--- config.mk ---
export PLATFORM = sky130hd
export DESIGN_NAME = averaged_hysteresis_thermostat
export DESIGN_NICKNAME = d
export VERILOG_FILES = /design/src/rtl/athermo_pkg.sv /design/src/rtl/athermo_cell.sv /design/src/rtl/athermo_window.sv /design/src/rtl/athermo_ctrl.sv /design/src/rtl/averaged_hysteresis_thermostat.sv
export SDC_FILE = /design/constraint.sdc
export NUM_CORES = 1
export LEC_CHECK = 0
export CORE_ASPECT_RATIO = 1.1
export CORE_UTILIZATION = 59
export DETAILED_ROUTE_END_ITERATION = 10
export DONT_BUFFER_PORTS = 1
export HOLD_SLACK_MARGIN = 0.1
export PLACE_DENSITY = 0.84
export SKIP_CTS_REPAIR_TIMING = 1
export SLEW_MARGIN = 0
export SYNTH_ARGS = -nofsm -noshare
export SYNTH_HDL_FRONTEND = slang
export SYNTH_HIERARCHICAL = 1
export SYNTH_SLANG_ARGS = --single-unit
export TNS_END_PERCENT = 10
--- constraint.sdc ---
create_clock -name clk -period 6.8 [get_ports clk]
set_input_delay 0.34 -clock clk [delete_from_list [all_inputs] [get_ports clk]]
set_output_delay 0.34 -clock clk [all_outputs]
set_load 0.02 [all_outputs]
--- src/rtl/athermo_pkg.sv ---
package athermo_pkg;

    // Window depth and field widths
    localparam int DEF_SAMPLE_COUNT = 10;
    localparam int TEMP_W           = 8;
    localparam int BLINK_W          = 16;
    localparam int CFG_INDEX_W      = 3;
    localparam int CFG_DATA_W       = 16;

    // Register reset values
    localparam logic [TEMP_W-1:0]  RST_SETPOINT         = 8'd60;
    localparam logic [TEMP_W-1:0]  RST_HYSTERESIS_BAND  = 8'd5;
    localparam logic [TEMP_W-1:0]  RST_MIN_SETPOINT     = 8'd35;
    localparam logic [TEMP_W-1:0]  RST_MAX_SETPOINT     = 8'd75;
    localparam logic [TEMP_W-1:0]  RST_DEFAULT_SETPOINT = 8'd60;
    localparam logic [BLINK_W-1:0] RST_BLINK_TICKS      = 16'd10;

    typedef enum logic [CFG_INDEX_W-1:0] {
        REG_SETPOINT         = 3'd0,
        REG_HYSTERESIS_BAND  = 3'd1,
        REG_MIN_SETPOINT     = 3'd2,
        REG_MAX_SETPOINT     = 3'd3,
        REG_DEFAULT_SETPOINT = 3'd4,
        REG_BLINK_TICKS      = 3'd5
    } reg_idx_t;

    typedef enum logic [1:0] {
        PH_WAIT   = 2'd0,
        PH_DECIDE = 2'd1,
        PH_COOL   = 2'd2,
        PH_HEAT   = 2'd3
    } phase_t;

    typedef struct packed {
        logic [TEMP_W-1:0] temperature;
        logic              restart;
    } sample_t;

    typedef struct packed {
        logic              heater_drive;
        logic              cooler_drive;
        logic              heat_led;
        logic [1:0]        control_phase;
        logic [TEMP_W-1:0] average_temp;
    } result_t;

    typedef struct packed {
        logic [TEMP_W-1:0]  setpoint;
        logic [TEMP_W-1:0]  hysteresis_band;
        logic [TEMP_W-1:0]  min_setpoint;
        logic [TEMP_W-1:0]  max_setpoint;
        logic [TEMP_W-1:0]  default_setpoint;
        logic [BLINK_W-1:0] blink_ticks;
    } cfg_t;

endpackage

--- src/rtl/athermo_cell.sv ---
module athermo_cell #(
    parameter logic HOME = 1'b0
) (
    input  logic                          clk,
    input  logic                          rst_n,
    input  logic                          en,
    input  logic                          restart,
    input  logic [athermo_pkg::TEMP_W-1:0] sample,
    input  logic                          tok_in,
    input  logic [athermo_pkg::TEMP_W-1:0] old_in,
    output logic [athermo_pkg::TEMP_W-1:0] old_out,
    output logic                          sel
);
    import athermo_pkg::*;

    logic [TEMP_W-1:0] val_reg;
    logic              tok_reg;

    // A restart sends the write back to the home cell
    assign sel     = restart ? HOME : tok_reg;
    assign old_out = old_in | (sel ? val_reg : '0);

    always_ff @(posedge clk or negedge rst_n)
    begin
        if (!rst_n)
        begin
            val_reg <= '0;
            tok_reg <= HOME;
        end
        else if (en)
        begin
            tok_reg <= tok_in;
            if (sel)
            begin
                val_reg <= sample;
            end
        end
    end

endmodule

--- src/rtl/athermo_window.sv ---
module athermo_window #(
    parameter int SAMPLE_COUNT = athermo_pkg::DEF_SAMPLE_COUNT,
    parameter int SUM_W        = $clog2(255 * SAMPLE_COUNT + 1)
) (
    input  logic                          clk,
    input  logic                          rst_n,
    input  logic                          en,
    input  logic                          restart,
    input  logic [athermo_pkg::TEMP_W-1:0] sample,
    output logic [SUM_W-1:0]              sum,
    output logic                          fill
);
    import athermo_pkg::*;

    logic [TEMP_W-1:0] old_chain [SAMPLE_COUNT+1];
    logic              sel       [SAMPLE_COUNT];
    logic [SUM_W-1:0]  sum_reg;
    logic [SUM_W-1:0]  sum_next;

    assign old_chain[0] = '0;

    genvar k;
    generate
        for (k = 0; k < SAMPLE_COUNT; k++)
        begin : g_cell
            localparam int PREV = (k == 0) ? SAMPLE_COUNT - 1 : k - 1;
            athermo_cell #(
                .HOME ((k == 0) ? 1'b1 : 1'b0)
            ) u_cell (
                .clk     (clk),
                .rst_n   (rst_n),
                .en      (en),
                .restart (restart),
                .sample  (sample),
                .tok_in  (sel[PREV]),
                .old_in  (old_chain[k]),
                .old_out (old_chain[k+1]),
                .sel     (sel[k])
            );
        end
    endgenerate

    // Swap the overwritten sample for the new one in the running sum
    assign sum_next = sum_reg - SUM_W'(old_chain[SAMPLE_COUNT]) + SUM_W'(sample);

    // Writing the next-to-last cell leaves the index at the last slot
    assign fill = sel[SAMPLE_COUNT-2];
    assign sum  = sum_reg;

    always_ff @(posedge clk or negedge rst_n)
    begin
        if (!rst_n)
        begin
            sum_reg <= '0;
        end
        else if (en)
        begin
            sum_reg <= sum_next;
        end
    end

endmodule

--- src/rtl/athermo_ctrl.sv ---
module athermo_ctrl #(
    parameter int SAMPLE_COUNT = athermo_pkg::DEF_SAMPLE_COUNT,
    parameter int SUM_W        = $clog2(255 * SAMPLE_COUNT + 1)
) (
    input  logic                 clk,
    input  logic                 rst_n,
    input  logic                 step,
    input  logic                 restart,
    input  logic                 fill,
    input  logic [SUM_W-1:0]     sum,
    input  athermo_pkg::cfg_t    cfg,
    output athermo_pkg::result_t result
);
    import athermo_pkg::*;

    // Mean by reciprocal multiply; exact for every sum below 2**SUM_W
    localparam int SHIFT   = SUM_W + 4;
    localparam int RECIP_W = SHIFT + 1;
    localparam int PROD_W  = SUM_W + RECIP_W;
    localparam logic [RECIP_W-1:0] RECIP =
        RECIP_W'(((1 << SHIFT) + SAMPLE_COUNT - 1) / SAMPLE_COUNT);

    phase_t              ph_reg,  ph_next,  ph_cur;
    logic [BLINK_W-1:0]  bc_reg,  bc_next,  bc_inc;
    logic [TEMP_W-1:0]   act_reg, act_next, sp_sel;
    logic                heat_reg, heat_next;
    logic                cool_reg, cool_next;
    logic                led_reg,  led_next;
    logic [PROD_W-1:0]   prod;
    logic [TEMP_W-1:0]   avg;
    logic [TEMP_W:0]     avg9, band9, act9;

    assign prod  = PROD_W'(sum) * PROD_W'(RECIP);
    assign avg   = prod[SHIFT +: TEMP_W];
    assign avg9  = {1'b0, avg};
    assign band9 = {1'b0, cfg.hysteresis_band};
    assign act9  = {1'b0, act_reg};
    assign bc_inc = bc_reg + BLINK_W'(1);

    always_comb
    begin
        ph_cur    = restart ? PH_WAIT : ph_reg;
        ph_next   = ph_cur;
        heat_next = restart ? 1'b0 : heat_reg;
        cool_next = restart ? 1'b0 : cool_reg;
        led_next  = restart ? 1'b0 : led_reg;
        bc_next   = bc_reg;
        act_next  = act_reg;
        sp_sel    = (cfg.setpoint > cfg.max_setpoint || cfg.setpoint < cfg.min_setpoint)
                    ? cfg.default_setpoint : cfg.setpoint;
        unique case (ph_cur)
            PH_WAIT:
            begin
                if (fill)
                begin
                    ph_next = PH_DECIDE;
                end
            end
            PH_DECIDE:
            begin
                act_next = sp_sel;
                ph_next  = (avg < sp_sel) ? PH_HEAT : PH_COOL;
                led_next = 1'b0;
            end
            PH_COOL:
            begin
                heat_next = 1'b0;
                cool_next = 1'b1;
                led_next  = 1'b1;
                if (avg9 + band9 <= act9)
                begin
                    ph_next = PH_HEAT;
                end
            end
            PH_HEAT:
            begin
                cool_next = 1'b0;
                heat_next = 1'b1;
                bc_next   = bc_inc;
                if (avg9 >= act9 + band9)
                begin
                    ph_next = PH_COOL;
                end
                if (bc_inc > cfg.blink_ticks)
                begin
                    bc_next  = '0;
                    led_next = ~led_next;
                end
            end
            default:
            begin
                ph_next = PH_WAIT;
            end
        endcase
    end

    assign result.heater_drive  = heat_next;
    assign result.cooler_drive  = cool_next;
    assign result.heat_led      = led_next;
    assign result.control_phase = ph_next;
    assign result.average_temp  = avg;

    always_ff @(posedge clk or negedge rst_n)
    begin
        if (!rst_n)
        begin
            ph_reg   <= PH_WAIT;
            bc_reg   <= '0;
            act_reg  <= RST_DEFAULT_SETPOINT;
            heat_reg <= 1'b0;
            cool_reg <= 1'b0;
            led_reg  <= 1'b0;
        end
        else if (step)
        begin
            ph_reg   <= ph_next;
            bc_reg   <= bc_next;
            act_reg  <= act_next;
            heat_reg <= heat_next;
            cool_reg <= cool_next;
            led_reg  <= led_next;
        end
    end

endmodule

--- src/rtl/averaged_hysteresis_thermostat.sv ---
// Moving-average bang-bang thermostat. Every sample item yields one result item holding the
// drive outputs, the LED, the control phase and the truncated mean of the last SAMPLE_COUNT
// samples. It takes one item per clock cycle unless the output stalls. The window is a ring
// of cells with a write token; a running sum is registered on acceptance. In the second
// stage, a reciprocal multiply forms the mean, the phase controller steps and the result is
// registered in the output register. A restart item moves the token back to the first cell.
// It forces the waiting phase and clears the heater, cooler and LED. It keeps the stored
// samples and the blink counter. Reset clears the window. Writes to setpoint, limits and
// default setpoint take effect at the next deciding phase; band and blink count apply from
// the next item on. Configuration is written through the cfg channel, which is always
// ready. Write it only while no item is in flight; the block does not enforce this.
module averaged_hysteresis_thermostat #(
    parameter int SAMPLE_COUNT = athermo_pkg::DEF_SAMPLE_COUNT
) (
    input  logic                               clk,
    input  logic                               rst_n,
    input  logic                               sample_valid,
    output logic                               sample_ready,
    input  athermo_pkg::sample_t               sample,
    output logic                               result_valid,
    input  logic                               result_ready,
    output athermo_pkg::result_t               result,
    input  logic                               cfg_valid,
    output logic                               cfg_ready,
    input  logic [athermo_pkg::CFG_INDEX_W-1:0] cfg_index,
    input  logic [athermo_pkg::CFG_DATA_W-1:0]  cfg_data
);
    import athermo_pkg::*;

    localparam int SUM_W = $clog2(255 * SAMPLE_COUNT + 1);

    cfg_t             cfg_reg;
    logic             accept;
    logic             advance;
    logic             step;
    logic [SUM_W-1:0] sum;
    logic             fill;
    logic             b_valid_reg;
    logic             b_restart_reg;
    logic             b_fill_reg;
    result_t          ctrl_result;
    result_t          result_reg;
    logic             result_valid_reg;

    // Config registers: always ready, unknown indexes are dropped
    assign cfg_ready = 1'b1;

    always_ff @(posedge clk or negedge rst_n)
    begin
        if (!rst_n)
        begin
            cfg_reg.setpoint         <= RST_SETPOINT;
            cfg_reg.hysteresis_band  <= RST_HYSTERESIS_BAND;
            cfg_reg.min_setpoint     <= RST_MIN_SETPOINT;
            cfg_reg.max_setpoint     <= RST_MAX_SETPOINT;
            cfg_reg.default_setpoint <= RST_DEFAULT_SETPOINT;
            cfg_reg.blink_ticks      <= RST_BLINK_TICKS;
        end
        else if (cfg_valid)
        begin
            unique case (reg_idx_t'(cfg_index))
                REG_SETPOINT:         cfg_reg.setpoint         <= cfg_data[TEMP_W-1:0];
                REG_HYSTERESIS_BAND:  cfg_reg.hysteresis_band  <= cfg_data[TEMP_W-1:0];
                REG_MIN_SETPOINT:     cfg_reg.min_setpoint     <= cfg_data[TEMP_W-1:0];
                REG_MAX_SETPOINT:     cfg_reg.max_setpoint     <= cfg_data[TEMP_W-1:0];
                REG_DEFAULT_SETPOINT: cfg_reg.default_setpoint <= cfg_data[TEMP_W-1:0];
                REG_BLINK_TICKS:      cfg_reg.blink_ticks      <= cfg_data[BLINK_W-1:0];
                default:              ;
            endcase
        end
    end

    // Pipeline flow: the output register frees up when empty or when taken
    assign advance      = !result_valid_reg || result_ready;
    assign step         = b_valid_reg && advance;
    assign sample_ready = !b_valid_reg || advance;
    assign accept       = sample_valid && sample_ready;

    // First stage: write the sample into the ring and update the running sum
    athermo_window #(
        .SAMPLE_COUNT (SAMPLE_COUNT),
        .SUM_W        (SUM_W)
    ) u_window (
        .clk     (clk),
        .rst_n   (rst_n),
        .en      (accept),
        .restart (sample.restart),
        .sample  (sample.temperature),
        .sum     (sum),
        .fill    (fill)
    );

    // Hold the item's flags next to the sum it produced
    always_ff @(posedge clk or negedge rst_n)
    begin
        if (!rst_n)
        begin
            b_valid_reg <= 1'b0;
        end
        else if (accept)
        begin
            b_valid_reg <= 1'b1;
        end
        else if (step)
        begin
            b_valid_reg <= 1'b0;
        end
    end

    always_ff @(posedge clk)
    begin
        if (accept)
        begin
            b_restart_reg <= sample.restart;
            b_fill_reg    <= fill;
        end
    end

    // Second stage: mean and phase controller
    athermo_ctrl #(
        .SAMPLE_COUNT (SAMPLE_COUNT),
        .SUM_W        (SUM_W)
    ) u_ctrl (
        .clk     (clk),
        .rst_n   (rst_n),
        .step    (step),
        .restart (b_restart_reg),
        .fill    (b_fill_reg),
        .sum     (sum),
        .cfg     (cfg_reg),
        .result  (ctrl_result)
    );

    // Output register
    always_ff @(posedge clk or negedge rst_n)
    begin
        if (!rst_n)
        begin
            result_valid_reg <= 1'b0;
        end
        else if (step)
        begin
            result_valid_reg <= 1'b1;
        end
        else if (result_ready)
        begin
            result_valid_reg <= 1'b0;
        end
    end

    always_ff @(posedge clk)
    begin
        if (step)
        begin
            result_reg <= ctrl_result;
        end
    end

    assign result_valid = result_valid_reg;
    assign result       = result_reg;

endmodule
# [After elaboration in Yosys (flattened, before gate mapping)]
# Cells that the tools add are included.
[op_classes] add_sub_neg=5 mul=1 magnitude_cmp=6 n_eq_ne=8 n_mux=39 bitwise=10 reduce_logical=29
[op_table] operator="8-bit 2-to-1 mux" count=11
[op_table] operator="8-bit bitwise OR" count=9
[op_table] operator="2-bit AND reduction" count=18
[op_table] operator="12-bit by 12-bit multiplier with 23-bit output, second input constant" count=1
[op_table] operator="1-bit 2-to-1 mux" count=19
[op_table] operator="8-bit by 8-bit adder with 9-bit output" count=2
[op_table] operator="16-bit by 1-bit adder with 16-bit output, second input constant" count=1
[op_table] operator="16-bit greater-than comparator" count=1
[op_table] operator="8-bit < comparator" count=2
[op_table] operator="16-bit 2-to-1 mux" count=1
[op_table] operator="12-bit by 8-bit adder with 12-bit output" count=1
[op_table] operator="12-bit by 8-bit subtractor with 12-bit output" count=1
[op_table] operator="8-bit by 9-bit greater-or-equal comparator with 1-bit output" count=1
[op_table] operator="9-bit by 8-bit <= comparator with 1-bit output" count=1
[op_table] operator="8-bit greater-than comparator" count=1
[op_table] operator="2-bit 2-to-1 mux" count=4
[op_table] operator="2-bit one-hot mux with 4 select lines" count=1
[op_table] operator="3-bit by 2-bit equality test with 1-bit output, second input constant" count=2
[op_table] operator="3-bit equality test, second input constant" count=2
[op_table] operator="2-bit equality test, second input constant" count=2
[op_table] operator="1-bit one-hot mux with 2 select lines" count=2
[op_table] operator="2-bit nonzero test" count=2
[op_table] operator="3-bit by 1-bit equality test with 1-bit output, second input constant" count=1
[op_table] operator="3-bit zero test" count=1
[op_table] operator="7 further kinds" count=11
[word_totals] register_bits=204 in_bits=33 output_inout_bits=16 wordCells=140

# [Depth between registers and ports, before layout]
# Gate-level depths: netlist (run 1).
[depth] word_depth=13 ltp_mapped=29 depth_no_buf=29

# [By module]
# Netlist (run 1), hierarchy kept.
[modules_own_cells] mod="athermo_ctrl" n_inst=1 cells_each=721 area_per_inst_um2=6199.7 seq_area_each_um2=730.7
[modules_own_cells] mod="athermo_cell at u_window.g_cell[1].u_cell ..." n_inst=9 cells_each=29 area_per_inst_um2=420.4 seq_area_each_um2=225.2
[modules_own_cells] mod="averaged_hysteresis_thermostat" n_inst=1 cells_each=148 area_per_inst_um2=2713.9 seq_area_each_um2=1925.6
[modules_own_cells] mod="athermo_window" n_inst=1 cells_each=147 area_per_inst_um2=1257.5 seq_area_each_um2=300.3
[modules_own_cells] mod="athermo_cell at u_window.g_cell[0].u_cell" n_inst=1 cells_each=29 area_per_inst_um2=421.7 seq_area_each_um2=226.5

# [Least setup slack after synthesis (run 1)]
# No wires, ideal clock.
[synth_timing] kind="register to register" from="register u_window.sum_reg[2] (netlist: u_window/sum[2])" to="register result_reg, in the netlist result[8], data pin" setup_time_ps=264 t_arrival_ps=6612 required_ps=6536 slack_ps=-76 stages_incl_launch_ff=30 n_path_buf=0 synth_period_minus_slack_ps=6876 path_cell_list="dfrtp_1 ha_1 inv_1 fa_1 inv_1 fa_1 fa_1 inv_1 fa_1 inv_1 ha_1 and3_4 a211oi_2 nand2_1 o22a_1 xor2_1 ha_1 a21o_1 a21oi_1 o21bai_1 a21oi_1 o21ai_0 xor2_1 ha_1 nand2_1 a21oi_1 o41ai_1 a21oi_1 o211ai_1 o41a_1"
[synth_rtl] element="start: declaration" line_no="athermo_window.sv:17" text="logic [SUM_W-1:0] sum_reg;"
[synth_rtl] element="start signal: assignment" line_no="athermo_window.sv:58" text="sum_reg <= sum_next;"
[synth_rtl] element="end signal: assignment" line_no="averaged_hysteresis_thermostat.sv:155" text="result_reg <= ctrl_result;"
[synth_rtl] element="end: declaration" line_no="averaged_hysteresis_thermostat.sv:42" text="result_t result_reg;"

==> results.md, run 1 <==
- Die Height: 165.7 um
- Congestion Overflow GR: 0
- Final nets: 1,632
- Seq/Total Area, Yosys: 0.3624
- Post-synthesis cell area: 14,380 um^2
- Largest family of logic cells by synthesized area: adder cells
- Gr usage total: 0.2452
- Non-Filler Instances: 1,709
- Multiplexer share of the synthesized area: 0.1232
- Layout fillers: 1,623
- Share of layout cells above drive strength 1: 0.2450
- Slew headroom: 0.1924
- Simple-gate share of the synthesized area: 0.09017
- Fmax: 0.1435 GHz
- Top FF cell, synth: dfrtp_1
- Critical-path top delay cell: fa_1
- RR Startpoint: u_window/sum[3]
- Root buffer cell: clkbuf_16
- Yosys top cell area share: 0.2872
- Core Region: 23,770 um^2
- Final setup fails: 2
- IO buf count: 0
- P&R area growth vs syn: 14.05%
- XOR/XNOR share of the synthesized area: 0.02376
- Worst reg2reg path depth: 28
- Largest net degree at the start of global routing: 190
- Drt drc: 0
- Reg-to-Reg End: result[8]
- Final Util: 0.6898
- Max reg flops: 80
- RSZ-0062 raised after global routing: yes
- Cell taking the most area after synthesis: dfrtp_1
- Worst Tran Pin Value: 1.211 ns
- Synth Area in Adders: 0.2099
- Initial antenna violation count: 0
- Cts bufs inserted: 24
- DRT Pass-1 Iters: 5
- Post-synth top cells: inv_1, ha_1, dfrtp_1
- HP Class: in -> reg
- Syn_area_per_cell: 11.01 um^2
- Compound-gate portion of the synthesized area: 0.1330
- Number of distinct library cells after synthesis: 81
- Critical-path maximum fanout: 5
- Via Count: 10,090
- Critical path arrival: 7.23 ns
- Die width: 150.8 um
- Violated checks: setup timing
- Ys Warns: 6
- Reg2reg setup slack: -0.17 ns
- DR WL/cell: 18.54 um
- CTS tree: yes
- Outcome: finished with violations
- Most used cell along the critical path: fa_1
- Initial DRC Count: 583
- Io pins: 49
- Drt via density: 5.902
- Async SR Flop Fraction: 0.9265
- Initial Util: 0.6048
- Number of inserted diodes: 0
- End of the worst hold path: cfg_reg[54]
- Rows: 59
- Final ANT Viol Nets: 0
- Final Hold Vio Count: 0
- Final period utilization: 1.025
- Worst Skew: 0.02873 ns
- Mapped Cells: 1,306
- CP Capture Type: flip-flop
- CP max stage delay: 0.51 ns
- Multi-input logic area: 8602 um^2
- Yosys reg bits: 204
- Top cells by area, synth: dfrtp_1, ha_1, mux2_2, fa_1, a21o_1
- Slew Viols, Final: 0
- Post-synth EDFFs: 15
- Placer Congestion: 0.9279
- Die area: 25,000 um^2
- Hold Crit Depth: 2
- # clock sinks: 204
- Clock buffer depth: 3
- Maxcap violations: 0
- Worst EP required: 7.06 ns
- PnR worst setup slack: -0.1710 ns
- Clock transition at path regs: 0.06 ns
- Aggregate routed wire length: 31,680 um
- H-tree level count: 1
- Min-delay src: cfg_index[2]
- Minimum clock period: 6.971 ns
- Clock Latency Late Sink: 0.54 ns
- Placed wire-length estimate: 22,120 um
- Crit Path Class: reg -> reg
- Most common cell in the netlist: inv_1
- # placed instances: 1,627
- First-pass GRT wire length: 49,610 um
- Vias in the first global route: 10,410
- CP startpoint kind: flip-flop
- Register Area: 5214 um^2
layout by cell type, fill, tap and decap left out, drive strengths merged, types with 8 or more instances in the layout:
cell type    count
fa              47
o211ai          13
nand2b          11
dfstp           24
dfrtp          165
nor3            11
and3            12
conb             9
o21a             8
nand2           62
clkbuf          31
nand4           11
o21ai           43
buf             52
nor2            29
a21oi           59
ha             166
nand3            8
nand3b          10
o22ai            9
mux2i           10
a211oi          11
edfxtp          15
and2             9
xnor2           21
a21o            90
nor2b           22
inv            168
xor2            18
dlygate4sd3     28
mux2           148
per-stage QoR:
step                setup slack [ns]  area (um^2)  TNS [ns]  hold WS [ns]
global route                 -0.4329        16400   -0.8009        0.1071
detailed placement           -0.2803        14940   -0.3848       0.05046
global placement             -0.1116        14940   -0.1116       0.04982
floorplan                  0.0008549        14430         0       0.04441
finish                       -0.1710        16400   -0.2716        0.1176
CTS                          -0.2807        15810   -0.4108       -0.5264
area by class of cell:
class                           instances  area share
Tap cell                              305     0.02328
Timing Repair Buffer                   80     0.04281
Clock buffer                           31     0.04335
Inverter                              168     0.03846
Clock inverter                         13    0.009463
Sequential cell                       204      0.3180
Multi-Input combinational cell        908      0.5246
worst max-delay path: cells and delay by family, from the launching register on:
family | cells | cell delay, ns
buffers and inverters | 5 | 0.37
adder cells (fa/ha/maj) | 8 | 2.95
AO/OA/AOI/OAI | 13 | 2.72
flip-flops | 1 | 0.41
AND/OR/NAND/NOR | 1 | 0.09
XOR/XNOR | 1 | 0.18
per-layer routing:
layer | part of all wire | GRT usage
met5 | 0 | 0
met1 | 0.40 | 0.2985
met3 | 0.047 | 0.03857
met4 | 0.037 | 0.09043
met2 | 0.52 | 0.4320
cells by family after synthesis:
logic type | Yosys count
AO/OA/AOI/OAI | 274
XOR/XNOR | 39
adder cells (fa/ha/maj) | 213
flip-flops | 204
buffers and inverters | 201
AND/OR/NAND/NOR | 215
multiplexers | 158
other | 2
how the worst max path moves through the flow:
stage                    start         to  slack (ns)  cells after the start
6_report       u_window/sum[3]  result[8]       -0.17                     28
5_1_grt        u_window/sum[3]  result[8]       -0.43                     28
4_1_cts        u_window/sum[3]  result[8]       -0.28                     29
3_5_place_dp   u_window/sum[3]  result[8]       -0.28                     29
3_3_place_gp   u_window/sum[2]  result[8]       -0.11                     27
2_1_floorplan  u_window/sum[2]  result[8]      0.0009                     27
Power of run 1 is left out: the tool's default activity adds up to more than one toggle a clock period on the data nets, which glitch-free logic cannot reach.
==> run 2, diff against run 1 <==
--- a/config.mk
+++ b/config.mk
@@ -19,2 +19 @@
 export SYNTH_SLANG_ARGS = --single-unit
-export TNS_END_PERCENT = 10
--- a/constraint.sdc
+++ b/constraint.sdc
@@ -3,2 +3,2 @@
 set_output_delay 0.34 -clock clk [all_outputs]
-set_load 0.02 [all_outputs]
+set_load 0.1 [all_outputs]
==> results.md, run 2 (synthesized netlist as in run 1, its figures left out) <==
- HP Class: in -> reg
- Worst Skew: 0.01435 ns (-0.01438 ns)
- CP Capture Type: flip-flop
- # clock sinks: 204 (unchanged)
- DRT Pass-1 Iters: 5 (unchanged)
- Clock buffer depth: 3 (unchanged)
- Final nets: 1,625 (-0.43%)
- CP max stage delay: 0.51 ns (about the same)
- Largest net degree at the start of global routing: 190 (unchanged)
- Placer Congestion: 0.9258 (-0.23%)
- Fmax: 0.1462 GHz (+1.9%)
- # placed instances: 1,627 (unchanged)
- Drt drc: 0 (unchanged)
- First-pass GRT wire length: 50,470 um (+1.7%)
- IO buf count: 0 (unchanged)
- Reg2reg setup slack: -0.04 ns (+0.13 ns)
- Final setup fails: 1 (-1)
- Vias in the first global route: 10,610 (+1.9%)
- CP startpoint kind: flip-flop
- Die area: 25,000 um^2 (unchanged)
- Final period utilization: 1.006 (-0.01899)
- Cts bufs inserted: 23 (-4.2%)
- Max reg flops: 80 (unchanged)
- Clock Latency Late Sink: 0.53 ns (about the same)
- Multi-input logic area: 8582 um^2 (-0.23%)
- Layout fillers: 1,651 (+1.7%)
- Most used cell along the critical path: fa_1
- Crit Path Class: reg -> reg
- Worst EP required: 7.06 ns (about the same)
- WP buf/inv: 3 (-2)
- Crit-path leading delay family: adder cells
- Initial DRC Count: 449 (-23%)
- DR WL/cell: 18.43 um (-0.59%)
- Place WS: -0.2720 ns (+0.008250 ns)
- Critical-path top delay cell: fa_1
- Io pins: 49 (unchanged)
- Maxcap violations: 0 (unchanged)
- Rows: 59 (unchanged)
- Worst Tran Pin Value: 1.186 ns (-0.02510 ns)
- Minimum clock period: 6.842 ns (-0.1291 ns)
- Violated checks: setup timing
- H-tree level count: 1 (unchanged)
- Die Height: 165.7 um (unchanged)
- P&R area growth vs syn: 12.81%
- Core Region: 23,770 um^2 (unchanged)
- Congestion Overflow GR: 0 (unchanged)
- Initial antenna violation count: 1 (+1)
- Final ANT Viol Nets: 0 (unchanged)
- Final Util: 0.6823 (-0.007475)
- Clock transition at path regs: 0.06 ns (about the same)
- Non-Filler Instances: 1,701 (-0.47%)
- Final Hold Vio Count: 0 (unchanged)
- Aggregate routed wire length: 31,350 um (-1.1%)
- Slew headroom: 0.1978 (+0.005376)
- Critical path arrival: 7.10 ns (-0.13 ns)
- Commonest cells after routing, fill and taps aside: inv_1, dfrtp_1, ha_1
- Share of layout cells above drive strength 1: 0.2315 (-0.01347)
- Die width: 150.8 um (unchanged)
- Initial Util: 0.6048 (unchanged)
- Root buffer cell: clkbuf_16
- Critical-path maximum fanout: 5 (unchanged)
- Gr usage total: 0.2506 (+0.005434)
- Commonest non-fill, non-tap cell in the layout: inv_1
- Register Area: 5214 um^2 (unchanged)
- RSZ-0062 raised after global routing: yes
- CTS tree: yes
- Placed wire-length estimate: 22,090 um (-0.12%)
- Outcome: finished with violations
- Via Count: 10,050 (-0.38%)
- Slew Viols, Final: 0 (unchanged)
- Drt via density: 5.907 (about the same)
- PnR worst setup slack: -0.04185 ns (+0.1291 ns)
run 2: layout make-up:
type / count / area share
Antenna cell: 1 / 0.0001543
Timing Repair Buffer: 74 / 0.04004
Inverter: 168 / 0.03888
Multi-Input combinational cell: 908 / 0.5292
Tap cell: 305 / 0.02353
Clock buffer: 34 / 0.04181
Clock inverter: 7 / 0.004937
Sequential cell: 204 / 0.3215
run 2: routing by layer:
metal,vias up,GRT usage,routed length [um]
li1,4735,-,-
met1,4992,0.2939,12590
met4,0,0.1004,1160
met5,-,0,0
met2,238,0.4499,16390
met3,83,0.03967,1206
run 2: path summary, 6_finish.rpt:
path                                  from              end  depth (start not counted)
max reg2reg                u_window/sum[3]        result[8]                         26
max                        u_window/sum[3]        result[8]                         26
min                           cfg_index[2]      cfg_reg[48]                          2
min in group asynchronous            rst_n      cfg_reg[13]                          2
min reg2reg                u_ctrl/cool_reg  u_ctrl/cool_reg                          1
max in group asynchronous            rst_n  u_window/sum[0]                          2
run 2: through the flow:
step | hold slack (ns) | TNS, ns | area, um^2
detailed placement | 0.05101 | -0.3231 | 14940
CTS | -0.5186 | -0.3676 | 15700
floorplan | 0.04441 | 0 | 14430
finish | 0.1263 | -0.04185 | 16220
global route | 0.1095 | -0.4571 | 16220
global placement | 0.04976 | -0.1035 | 14940
Power of run 2 is left out for the same reason.
